### src/design/lla_pkg.sv
package lla_pkg;

  // field widths
  localparam int SAMPLE_BITS    = 10;
  localparam int THRESH_BITS    = 10;
  localparam int CMP_BITS       = (SAMPLE_BITS > THRESH_BITS) ? SAMPLE_BITS : THRESH_BITS;
  localparam int LEVEL_BITS     = 3;
  localparam int RETRY_BITS     = 8;
  localparam int ACTION_BITS    = 3;
  localparam int NUM_THRESH     = 5;
  localparam int CFG_INDEX_BITS = 3;
  localparam int CFG_DATA_BITS  = 10;

  typedef logic [LEVEL_BITS-1:0]  level_t;
  typedef logic [SAMPLE_BITS-1:0] sample_t;
  typedef logic [THRESH_BITS-1:0] thresh_t;
  typedef logic [RETRY_BITS-1:0]  retry_t;

  localparam level_t MAX_LEVEL = 3'd5;

  // button action codes
  typedef logic [ACTION_BITS-1:0] action_t;
  localparam action_t ACT_NONE     = 3'd0;
  localparam action_t ACT_POWER    = 3'd1;
  localparam action_t ACT_MODE     = 3'd2;
  localparam action_t ACT_INCREASE = 3'd3;
  localparam action_t ACT_DECREASE = 3'd4;

  // configuration register indexes
  typedef logic [CFG_INDEX_BITS-1:0] cfg_index_t;
  localparam cfg_index_t REG_THRESH_ONE   = 3'd0;
  localparam cfg_index_t REG_THRESH_TWO   = 3'd1;
  localparam cfg_index_t REG_THRESH_THREE = 3'd2;
  localparam cfg_index_t REG_THRESH_FOUR  = 3'd3;
  localparam cfg_index_t REG_THRESH_FIVE  = 3'd4;
  localparam cfg_index_t REG_WANTED_COLD  = 3'd5;
  localparam cfg_index_t REG_WANTED_WARM  = 3'd6;
  localparam cfg_index_t REG_RETRY_LIMIT  = 3'd7;

  // register reset values, threshold one in the low slot
  localparam logic [NUM_THRESH-1:0][THRESH_BITS-1:0] THRESH_RESET =
    {10'd930, 10'd800, 10'd600, 10'd250, 10'd90};
  localparam level_t WANTED_RESET = 3'd0;
  localparam retry_t RETRY_LIMIT_RESET = 8'd10;

  // one result item
  typedef struct packed {
    action_t button_action;
    logic    fault;
    logic    aligned;
    level_t  cold_level;
    level_t  warm_level;
    level_t  target_cold_now;
    level_t  target_warm_now;
  } result_t;

endpackage

### src/design/lla_if.sv
// measurement channel
interface lla_meas_if import lla_pkg::*; ();
  logic    valid;
  logic    ready;
  logic    command;
  sample_t cold_sample;
  sample_t warm_sample;

  modport source(output valid, command, cold_sample, warm_sample, input ready);
  modport sink(input valid, command, cold_sample, warm_sample, output ready);
endinterface

// result channel
interface lla_result_if import lla_pkg::*; ();
  logic    valid;
  logic    ready;
  action_t button_action;
  logic    fault;
  logic    aligned;
  level_t  cold_level;
  level_t  warm_level;
  level_t  target_cold_now;
  level_t  target_warm_now;

  modport source(output valid, button_action, fault, aligned, cold_level, warm_level,
                 target_cold_now, target_warm_now, input ready);
  modport sink(input valid, button_action, fault, aligned, cold_level, warm_level,
               target_cold_now, target_warm_now, output ready);
endinterface

### src/design/lamp_level_alignment_controller.sv
// Lamp level alignment controller.
// The meas channel carries one cold and one warm sample per transfer, plus a
// command bit that starts a new alignment with that measurement. For every
// measurement transfer exactly one result transfer leaves on the res channel:
// the button press to make (if any), a fault flag, the aligned flag, the two
// quantized levels and the tracked target levels.
// A result is registered in the result register, or in the skid entry when
// that is stalled. One measurement per cycle is taken while the skid entry
// is empty; comparator chain and phase walk sit between input and result
// register. A result register plus one skid entry lets one more measurement
// in while a result waits; meas.ready drops only when both are full.
// Configuration writes (cfg_we, cfg_index, cfg_data) take effect at the edge
// and are meant to happen only while the block is idle.
// Synchronous reset loads the default thresholds and retry limit, zero wanted
// and tracked levels, the power phase with a zero retry count, and empties
// the result register and skid entry.
module lamp_level_alignment_controller import lla_pkg::*; (
  input  logic                      clk,
  input  logic                      rst,
  input  logic                      cfg_we,
  input  logic [CFG_INDEX_BITS-1:0] cfg_index,
  input  logic [CFG_DATA_BITS-1:0]  cfg_data,
  lla_meas_if.sink                  meas,
  lla_result_if.source              res
);

  typedef enum logic [2:0] {
    PH_POWER = 3'd0,
    PH_MODE  = 3'd1,
    PH_INC   = 3'd2,
    PH_DEC   = 3'd3,
    PH_IDLE  = 3'd4
  } phase_t;

  // configuration registers
  logic [NUM_THRESH-1:0][THRESH_BITS-1:0] thresh;
  level_t wanted_cold;
  level_t wanted_warm;
  retry_t retry_limit;

  // alignment state
  phase_t phase, phase_next;
  retry_t retry_count, retry_count_next;
  level_t tracked_cold, tracked_cold_next;
  level_t tracked_warm, tracked_warm_next;

  // output register and skid entry
  logic    out_valid;
  logic    skid_valid;
  result_t out_data;
  result_t skid_data;
  result_t result;

  logic   in_fire;
  logic   out_take;
  level_t cold_lvl;
  level_t warm_lvl;

  // first threshold that the sample is below gives the level
  function automatic level_t quantize(input sample_t s,
                                      input logic [NUM_THRESH-1:0][THRESH_BITS-1:0] th);
    level_t lvl;
    logic   found;
    lvl   = MAX_LEVEL;
    found = 1'b0;
    for (int k = 0; k < NUM_THRESH; k++) begin
      if (!found && (CMP_BITS'(s) < CMP_BITS'(th[k]))) begin
        lvl   = LEVEL_BITS'(k);
        found = 1'b1;
      end
    end
    return lvl;
  endfunction

  assign in_fire  = meas.valid && meas.ready;
  assign out_take = out_valid && res.ready;
  assign meas.ready = !skid_valid;

  assign cold_lvl = quantize(meas.cold_sample, thresh);
  assign warm_lvl = quantize(meas.warm_sample, thresh);

  // phase walk for one measurement
  always_comb begin
    logic   target_bad;
    level_t tc;
    level_t tw;
    phase_t ph;
    retry_t rc;
    logic   done;
    logic   meas_off, target_off;
    logic   power_diff, mode_diff, level_diff, lower, higher;
    action_t act;
    logic   flt;

    target_bad = (wanted_cold > MAX_LEVEL) || (wanted_warm > MAX_LEVEL) ||
                 ((wanted_cold != '0) && (wanted_warm != '0) && (wanted_cold != wanted_warm));
    if (meas.command) begin
      tc = target_bad ? '0 : wanted_cold;
      tw = target_bad ? '0 : wanted_warm;
      ph = PH_POWER;
      rc = '0;
    end else begin
      tc = tracked_cold;
      tw = tracked_warm;
      ph = phase;
      rc = retry_count;
    end

    meas_off   = (cold_lvl == '0) && (warm_lvl == '0);
    target_off = (tc == '0) && (tw == '0);
    power_diff = meas_off != target_off;
    mode_diff  = ((cold_lvl == '0) != (tc == '0)) || ((warm_lvl == '0) != (tw == '0));
    level_diff = (cold_lvl != tc) || (warm_lvl != tw);
    lower      = (cold_lvl < tc) || (warm_lvl < tw);
    higher     = (cold_lvl > tc) || (warm_lvl > tw);

    tracked_cold_next = tc;
    tracked_warm_next = tw;
    act  = ACT_NONE;
    flt  = 1'b0;
    done = 1'b0;

    // a met phase hands over to the next one on the same measurement
    for (int i = 0; i < 6; i++) begin
      if (!done) begin
        unique case (ph)
          PH_POWER: begin
            if (power_diff) begin
              act  = ACT_POWER;
              done = 1'b1;
            end else begin
              ph = PH_MODE;
              rc = '0;
            end
          end
          PH_MODE: begin
            if (mode_diff) begin
              act  = ACT_MODE;
              done = 1'b1;
            end else if (level_diff) begin
              ph = PH_INC;
              rc = '0;
            end else begin
              ph = PH_IDLE;
            end
          end
          PH_INC: begin
            if (lower) begin
              act  = ACT_INCREASE;
              done = 1'b1;
            end else begin
              ph = PH_DEC;
              rc = '0;
            end
          end
          PH_DEC: begin
            if (higher) begin
              act  = ACT_DECREASE;
              done = 1'b1;
            end else if (level_diff) begin
              ph = PH_INC;
              rc = '0;
            end else begin
              ph = PH_IDLE;
            end
          end
          default: begin
            // idle: target follows the measured levels
            ph = PH_IDLE;
            if (level_diff) begin
              tracked_cold_next = cold_lvl;
              tracked_warm_next = warm_lvl;
            end
            done = 1'b1;
          end
        endcase
      end
    end

    // per-phase retry limit, fault restarts alignment
    if (act != ACT_NONE) begin
      if (rc >= retry_limit) begin
        flt = 1'b1;
        ph  = PH_POWER;
        rc  = '0;
      end else begin
        rc = rc + 1'b1;
      end
    end

    phase_next       = ph;
    retry_count_next = rc;

    result.button_action   = act;
    result.fault           = flt;
    result.aligned         = (ph == PH_IDLE);
    result.cold_level      = cold_lvl;
    result.warm_level      = warm_lvl;
    result.target_cold_now = tracked_cold_next;
    result.target_warm_now = tracked_warm_next;
  end

  // control state, configuration and valid flags
  always_ff @(posedge clk) begin
    if (rst) begin
      thresh       <= THRESH_RESET;
      wanted_cold  <= WANTED_RESET;
      wanted_warm  <= WANTED_RESET;
      retry_limit  <= RETRY_LIMIT_RESET;
      phase        <= PH_POWER;
      retry_count  <= '0;
      tracked_cold <= WANTED_RESET;
      tracked_warm <= WANTED_RESET;
      out_valid    <= 1'b0;
      skid_valid   <= 1'b0;
    end else begin
      if (cfg_we) begin
        unique case (cfg_index)
          REG_THRESH_ONE, REG_THRESH_TWO, REG_THRESH_THREE,
          REG_THRESH_FOUR, REG_THRESH_FIVE: begin
            thresh[cfg_index] <= cfg_data[THRESH_BITS-1:0];
          end
          REG_WANTED_COLD: begin
            wanted_cold <= cfg_data[LEVEL_BITS-1:0];
          end
          REG_WANTED_WARM: begin
            wanted_warm <= cfg_data[LEVEL_BITS-1:0];
          end
          REG_RETRY_LIMIT: begin
            retry_limit <= cfg_data[RETRY_BITS-1:0];
          end
        endcase
      end

      if (in_fire) begin
        phase        <= phase_next;
        retry_count  <= retry_count_next;
        tracked_cold <= tracked_cold_next;
        tracked_warm <= tracked_warm_next;
      end

      if (out_take || !out_valid) begin
        out_valid  <= skid_valid || in_fire;
        skid_valid <= skid_valid && in_fire;
      end else if (in_fire) begin
        skid_valid <= 1'b1;
      end
    end
  end

  // result payload
  always_ff @(posedge clk) begin
    if (out_take || !out_valid) begin
      if (skid_valid) begin
        out_data <= skid_data;
        if (in_fire) begin
          skid_data <= result;
        end
      end else if (in_fire) begin
        out_data <= result;
      end
    end else if (in_fire) begin
      skid_data <= result;
    end
  end

  assign res.valid           = out_valid;
  assign res.button_action   = out_data.button_action;
  assign res.fault           = out_data.fault;
  assign res.aligned         = out_data.aligned;
  assign res.cold_level      = out_data.cold_level;
  assign res.warm_level      = out_data.warm_level;
  assign res.target_cold_now = out_data.target_cold_now;
  assign res.target_warm_now = out_data.target_warm_now;

endmodule

### src/flat_wrapper.sv
// flat-port wrapper written by rule: the top's interface ports become plain ports
module lamp_level_alignment_controller_flat import lla_pkg::*;
  (clk, rst, cfg_we, cfg_index, cfg_data, meas_valid, meas_command, meas_cold_sample, meas_warm_sample, meas_ready, res_valid, res_button_action, res_fault, res_aligned, res_cold_level, res_warm_level, res_target_cold_now, res_target_warm_now, res_ready);
  lla_meas_if meas_i ();
  lla_result_if res_i ();
  input  logic clk;
  input  logic rst;
  input  logic cfg_we;
  input  logic [CFG_INDEX_BITS-1:0] cfg_index;
  input  logic [CFG_DATA_BITS-1:0] cfg_data;
  input wire logic [$bits(meas_i.valid)-1:0] meas_valid;
  input wire logic [$bits(meas_i.command)-1:0] meas_command;
  input wire logic [$bits(meas_i.cold_sample)-1:0] meas_cold_sample;
  input wire logic [$bits(meas_i.warm_sample)-1:0] meas_warm_sample;
  output wire logic [$bits(meas_i.ready)-1:0] meas_ready;
  output wire logic [$bits(res_i.valid)-1:0] res_valid;
  output wire logic [$bits(res_i.button_action)-1:0] res_button_action;
  output wire logic [$bits(res_i.fault)-1:0] res_fault;
  output wire logic [$bits(res_i.aligned)-1:0] res_aligned;
  output wire logic [$bits(res_i.cold_level)-1:0] res_cold_level;
  output wire logic [$bits(res_i.warm_level)-1:0] res_warm_level;
  output wire logic [$bits(res_i.target_cold_now)-1:0] res_target_cold_now;
  output wire logic [$bits(res_i.target_warm_now)-1:0] res_target_warm_now;
  input wire logic [$bits(res_i.ready)-1:0] res_ready;
  assign meas_i.valid = meas_valid;
  assign meas_i.command = meas_command;
  assign meas_i.cold_sample = meas_cold_sample;
  assign meas_i.warm_sample = meas_warm_sample;
  assign meas_ready = meas_i.ready;
  assign res_valid = res_i.valid;
  assign res_button_action = res_i.button_action;
  assign res_fault = res_i.fault;
  assign res_aligned = res_i.aligned;
  assign res_cold_level = res_i.cold_level;
  assign res_warm_level = res_i.warm_level;
  assign res_target_cold_now = res_i.target_cold_now;
  assign res_target_warm_now = res_i.target_warm_now;
  assign res_i.ready = res_ready;
  lamp_level_alignment_controller u_core (.clk(clk), .rst(rst), .cfg_we(cfg_we), .cfg_index(cfg_index), .cfg_data(cfg_data), .meas(meas_i), .res(res_i));
endmodule
### config.mk
export PLATFORM = sky130hd
export DESIGN_NAME = lamp_level_alignment_controller_flat
export DESIGN_NICKNAME = d
export VERILOG_FILES = /design/src/design/lla_pkg.sv /design/src/design/lla_if.sv /design/src/design/lamp_level_alignment_controller.sv /design/src/flat_wrapper.sv
export SDC_FILE = /design/constraint.sdc
export NUM_CORES = 1
export LEC_CHECK = 0
export BUFFER_PORTS_ARGS = -buffer_cell sky130_fd_sc_hd__buf_2
export CORE_UTILIZATION = 49
export DETAILED_ROUTE_END_ITERATION = 6
export GPL_TIMING_DRIVEN = 0
export PLACE_DENSITY = 0.68
export SLEW_MARGIN = 5
export SYNTH_ARGS = -nofsm -noshare
export SYNTH_HDL_FRONTEND = slang
export SYNTH_SLANG_ARGS = --single-unit
### constraint.sdc
create_clock -name clk -period 7.35 [get_ports clk]
set_clock_uncertainty 0.05 [all_clocks]
set_input_delay 1.47 -clock clk [delete_from_list [all_inputs] [get_ports clk]]
set_output_delay 1.47 -clock clk [all_outputs]
set_load 0.02 [all_outputs]
==> results.sh, run 1 <==
export IMPL_status="completed"
export IMPL_start_util_pct=50.3
export IMPL_min_to="u_core.thresh[22]"
export IMPL_holdPathStages=2
export IMPL_synth_edff_count=34
export IMPL_placed_cells=1143
export IMPL_num_rows=45
export IMPL_r2r_setup_slack_ns=1.10
export IMPL_r2r_end="u_core.retry_count[6]"
export IMPL_tns_ns=0
export IMPL_syn_area_per_cell_um2=8.70
export IMPL_die_h_um=127
export IMPL_antenna_found_initial=0
export IMPL_power_static_leakage_uw=0.00406
export IMPL_cp_end_kind="flop"
export IMPL_cts_tree="built"
export IMPL_synth_seq_area_share_pct=35.0
export IMPL_layout_setup_ws_ns=0.250
export IMPL_cts_root_buffer="clkbuf_16"
export IMPL_whs_ns=0.403
export IMPL_clk_latency_ns=0.42
export IMPL_postRouteAntennaNets=0
export IMPL_drv_slew=0
export IMPL_cp_start_kind="primary input"
export IMPL_path_clk_slew_ns=0.06
export IMPL_wirelength_um=19300
export IMPL_cpPeakStageDelay_ns=0.34
export IMPL_grt_pass1_vias=6132
export IMPL_yosysWarnings=0
export IMPL_final_cell_mix="nand2_1, ha_1, dfxtp_1"
export IMPL_grt_first_pass_wirelength_um=31400
export IMPL_max_freq_ghz=0.141
export IMPL_mostFrequentLayoutCell="nand2_1"
export IMPL_fin_cells=1186
export IMPL_grtUsageTotal_pct=25.0
export IMPL_vias_per_cell=5.50
export IMPL_crit_family="compound AO/OA/AOI/OAI gates"
export IMPL_dp_slack_ns=-1.08
export IMPL_netlist_area_mm2=0.00767
export IMPL_post_drt_wl_per_cell_um=16.3
export IMPL_arrival_ns=7.40
export IMPL_final_nets=1106
export IMPL_timing_rr_start="u_core.thresh[11]"
export IMPL_p_per_area_mw_per_mm2=210
export IMPL_clock_path_buffers=2
export IMPL_antenna_cells=0
export IMPL_die_w_um=127
export IMPL_synth_fp_nets=1025
export IMPL_hold_violations=0
export IMPL_finalWeightedCongestion=0.866
export IMPL_drive_above_1_share_pct=13.6
export IMPL_htree_levels=4
export IMPL_first_pass_iters=5
export IMPL_hold_path_class="flop to flop"
export IMPL_netlist_instances=881
export IMPL_cpMaxStageDelayCell="or3_1"
export IMPL_io_pins=58
export IMPL_vias=6522
export IMPL_numCtsBuffers=17
export IMPL_grt_max_degree=18
export IMPL_synthArstFlopShare_pct=0
export IMPL_crit_buf_inv=4
export IMPL_clkSinkCount=117
export IMPL_vdd_drop_max_v=0.000165
export IMPL_worstRegToRegCells=33
export IMPL_area_growth_pct=16.9
export IMPL_post_dp_hpwl_um=14400
export IMPL_setup_viol=0
export IMPL_drc=0
export IMPL_overflow=0
export IMPL_tightestPinTransition_ns=0.990
export IMPL_dieArea_mm2=0.0162
export IMPL_fin_crit_ns=7.10
export IMPL_period_share_pct=96.6
export IMPL_drt_iter0_drc=365
export IMPL_core_mm2=0.0153
export IMPL_synth_cell_types=67
export IMPL_power_uw=1880
export IMPL_drv_cap=0
export IMPL_synth_main_ff_cell="dfxtp_1"
export IMPL_synth_seq_cells=117
export IMPL_port_buffers=51
export IMPL_cts_hold_repair_buffers=0
export IMPL_cpMostUsedCell="a21o_1"
export IMPL_required_ns=7.65
export IMPL_worstHoldStart="u_core.thresh[22]"
export IMPL_critPathKind="primary input to flop"
export IMPL_relSlewSlack_pct=33.5
export IMPL_worstPathMaxFanout=5
worst max-delay path by stage:
stage	startpoint	end	slack, ns	depth (start not counted)
final	meas_warm_sample[1]	u_core.retry_count[6]	0.25	33
after global routing	meas_warm_sample[1]	u_core.retry_count[6]	-0.06	33
after CTS	meas_cold_sample[1]	u_core.retry_count[7]	0.01	33
after detailed placement	meas_cold_sample[1]	u_core.retry_count[7]	-1.08	32
after floorplan	meas_cold_sample[1]	u_core.retry_count[6]	0.02	31
after global placement	meas_cold_sample[1]	u_core.retry_count[6]	-1.10	32
kinds of logic after synthesis:
group                    share of synthesized area (%)
XOR/XNOR                                         0.685
AO/OA/AOI/OAI                                     21.4
adder cells (fa/ha/maj)                           17.4
multiplexers                                      2.86
AND/OR/NAND/NOR                                   17.3
buffers and inverters                             5.38
flip-flops                                        35.0
report_power, final:
| group | total (µW) | switching [µW] | internal (µW) |
|---|---|---|---|
| Clock | 837 | 330 | 507 |
| Combinational | 341 | 209 | 133 |
| Sequential | 706 | 9.74 | 696 |
flip-flops by register name, indices dropped and copies added (netlist names):
register	count
u_core.retry_count	8
u_core.res.aligned	1
u_core.retry_limit	8
u_core.wanted_cold	3
u_core.res.target_warm_now	3
u_core.res.fault	1
u_core.tracked_cold	3
u_core.res.button_action	3
u_core.wanted_warm	3
u_core.res.target_cold_now	3
u_core.res.valid	1
u_core.res.cold_level	3
u_core.skid_data	17
u_core.skid_valid	1
u_core.phase	3
u_core.thresh	50
u_core.tracked_warm	3
u_core.res.warm_level	3
synth_stat cells, drive strengths merged (2+ instances only):
cell type / n / share of area (%)
a211o: 31 / 3.5
a211oi: 9 / 0.95
a21boi: 2 / 0.20
a21o: 40 / 3.9
a21oi: 68 / 4.4
a221o: 2 / 0.26
a221oi: 2 / 0.23
a311oi: 3 / 0.34
a31oi: 6 / 0.49
a32oi: 2 / 0.23
a41oi: 4 / 0.55
and2: 12 / 0.98
and3: 3 / 0.24
buf: 6 / 0.39
clkbuf: 31 / 1.5
dfxtp: 83 / 22
edfxtp: 34 / 13
ha: 105 / 17
inv: 71 / 3.5
maj3: 2 / 0.26
mux2: 7 / 1.0
mux2i: 14 / 1.8
nand2: 120 / 5.9
nand2b: 16 / 1.3
nand3: 18 / 1.2
nand3b: 3 / 0.46
nand4: 3 / 0.24
nor2: 74 / 3.6
nor2b: 11 / 0.90
nor3: 12 / 0.78
nor4: 4 / 0.33
o211a: 6 / 0.78
o211ai: 11 / 1.1
o21a: 9 / 0.90
o21ai: 23 / 1.5
o31ai: 3 / 0.29
or3: 4 / 0.33
xnor2: 3 / 0.34
xor2: 3 / 0.34
cell type report:
cell class	instances	area [µm²]
Tap cell	211	264
Timing Repair Buffer	62	338
Sequential cell	117	2680
Inverter	71	267
Fill cell	1382	6290
Multi-Input combinational cell	656	4660
Buffer	37	156
Clock inverter	15	169
Clock buffer	17	425
worst min-delay path, stage by stage, from the launching register on:
cell     delay (ns)
dfxtp_1        0.30
nand2_1        0.05
a21oi_1        0.05
per-stage QoR:
step                util (%)  instance area (µm²)
finish                  58.8                 8970
global route            58.8                 8970
CTS                     58.0                 8860
detailed placement      53.7                 8200
global placement        53.7                 8190
floorplan                  -                 7670
per-layer routing:
metal / global-route usage (%) / vias up / routed length, µm
li1: - / 3313 / -
met1: 34.9 / 3040 / 9620
met2: 39.3 / 144 / 8560
met3: 4.86 / 25 / 835
met4: 7.56 / 0 / 270
met5: 0 / - / 0
what timing repair did:
item                       in CTS  in global routing
setup endpoints to repair      12                 10
pin swaps                       4                 17
hold endpoints to repair        0                  0
resized for setup               8                 14
buffers inserted                4                  6
cloned                          0                  1
Note: power is estimated with default switching activity, not from simulation.
==> run 2, diff against run 1 <==
CELL_PAD_IN_SITES_DETAIL_PLACEMENT = 0   (was unset)
CELL_PAD_IN_SITES_GLOBAL_PLACEMENT = 2   (was unset)
CORE_ASPECT_RATIO = 1.5   (was unset)
CORE_UTILIZATION = 34   (was 49)
PLACE_DENSITY = 0.75   (was 0.68)
==> results.sh, run 2 (synthesis results as in run 1) <==
export IMPL_antenna_found_initial=0
export IMPL_fin_crit_ns=7.08
export IMPL_cpMostUsedCell="a21o_1"
export IMPL_drc=0
export IMPL_placed_cells=1204
export IMPL_worstPathMaxFanout=9
export IMPL_num_rows=66
export IMPL_largest_register_ffs=50
export IMPL_final_area_mm2=0.00899
export IMPL_seqCellArea_mm2=0.00268
export IMPL_setup_viol=0
export IMPL_cpPeakStageDelay_ns=0.36
export IMPL_path_clk_slew_ns=0.05
export IMPL_max_freq_ghz=0.141
export IMPL_mostFrequentLayoutCell="nand2_1"
export IMPL_p_per_area_mw_per_mm2=204
export IMPL_drv_cap=0
export IMPL_fin_cells=1246
export IMPL_htree_levels=4
export IMPL_status="completed"
export IMPL_power_static_leakage_uw=0.00404
export IMPL_die_h_um=186
export IMPL_hold_path_class="flop to flop"
export IMPL_worstRegToRegCells=30
export IMPL_cts_root_buffer="clkbuf_16"
export IMPL_first_pass_iters=4
export IMPL_start_util_pct=35.0
export IMPL_finalWeightedCongestion=0.828
export IMPL_overflow=0
export IMPL_hold_violations=0
export IMPL_cpMaxStageDelayCell="a221o_1"
export IMPL_rsz0062_at_grt="false"
export IMPL_vdd_drop_max_v=0.000152
export IMPL_period_share_pct=96.4
export IMPL_cts_tree="built"
export IMPL_holdPathStages=2
export IMPL_area_growth_pct=17.2
export IMPL_critPathKind="primary input to flop"
export IMPL_nFillCells=2274
export IMPL_tightestPinTransition_ns=1.18
export IMPL_final_cell_mix="nand2_1, ha_1, dfxtp_1"
export IMPL_grt_first_pass_wirelength_um=35500
export IMPL_required_ns=7.64
export IMPL_antenna_cells=0
export IMPL_die_w_um=125
export IMPL_largest_register="u_core.thresh"
export IMPL_post_drt_wl_per_cell_um=17.9
export IMPL_vias=6399
export IMPL_port_buffers=51
export IMPL_layout_setup_ws_ns=0.266
export IMPL_postRouteAntennaNets=0
export IMPL_clock_path_buffers=2
export IMPL_vias_per_cell=5.14
export IMPL_io_pins=58
export IMPL_clkSinkCount=117
export IMPL_dpl_cell_area_mm2=0.00827
export IMPL_largestRegisters="u_core.thresh (50), u_core.skid_data (17)"
export IMPL_power_uw=1840
export IMPL_core_mm2=0.0219
export IMPL_arrival_ns=7.37
export IMPL_post_dp_hpwl_um=17400
export IMPL_grt_max_degree=18
export IMPL_cp_start_kind="primary input"
export IMPL_relSlewSlack_pct=20.7
export IMPL_numCtsBuffers=17
export IMPL_final_nets=1105
export IMPL_multi_input_area_mm2=0.00467
export IMPL_cp_end_kind="flop"
export IMPL_drv_slew=0
export IMPL_drive_above_1_share_pct=12.8
export IMPL_dieArea_mm2=0.0232
export IMPL_grtUsageTotal_pct=20.2
export IMPL_grt_pass1_vias=6441
export IMPL_wirelength_um=22300
export IMPL_dp_slack_ns=-1.21
export IMPL_drt_iter0_drc=284
export IMPL_clk_latency_ns=0.42
## run 2: changes by cell type in the layout (fill, tap and decap cells not counted), sizes merged
cell      delta
buf          +1
inv          -7
clkinvlp     -3
clkinv       +8
## run 2: final timing paths
check	startpoint	to	slack [ns]
hold reg to reg	u_core.thresh[9]	u_core.thresh[9]	0.40
setup reg to reg	u_core.thresh[31]	u_core.retry_count[6]	1.10
setup / recovery	meas_cold_sample[1]	u_core.retry_count[6]	0.27
hold / removal	u_core.thresh[9]	u_core.thresh[9]	0.40
## run 2: repair_timing
action,CTS,global route
buffers inserted,6,5
hold buffers,0,0
pin swaps,6,11
gates resized for setup,18,5
setup endpoints to repair,12,7
## run 2: power by group
group,internal (µW),switching (µW),total (µW)
Clock,489,294,783
Sequential,697,10.1,707
Combinational,131,217,348
## run 2: layout make-up
class                      instances  share of cell area [%]
multi-input combinational        656                    52.0
sequential                       117                    29.8
clock buffer                      19                    4.82
tap                              272                    3.79
timing repair buffer              62                    3.76
inverter                          71                    2.96
buffer                            36                    1.59
clock inverter                    13                    1.28
## run 2: per-layer routing
metal / track usage (%) / routed length (µm) / vias up
met5: 0 / 0 / -
met4: 8.53 / 467 / 0
met3: 2.87 / 460 / 28
met2: 38.9 / 11900 / 97
met1: 21.8 / 9500 / 2964
li1: - / - / 3310
## run 2: through the flow
stage / TNS [ns] / hold WS (ns) / utilization, %
2_1_floorplan: 0 / 0.386 / -
3_3_place_gp: -10.79 / 0.394 / 37.8
3_5_place_dp: -10.86 / 0.398 / 37.8
4_1_cts: 0 / 0.406 / 40.9
5_1_grt: 0 / 0.421 / 41.1
6_report: 0 / 0.405 / 41.1
## run 2: critical path, delay by kind of cell
kind            cells  cell delay (ns)
compound gates     18             3.59
fa+ha+maj           3             0.85
buf+inv             2             0.34
simple gates        7             1.09
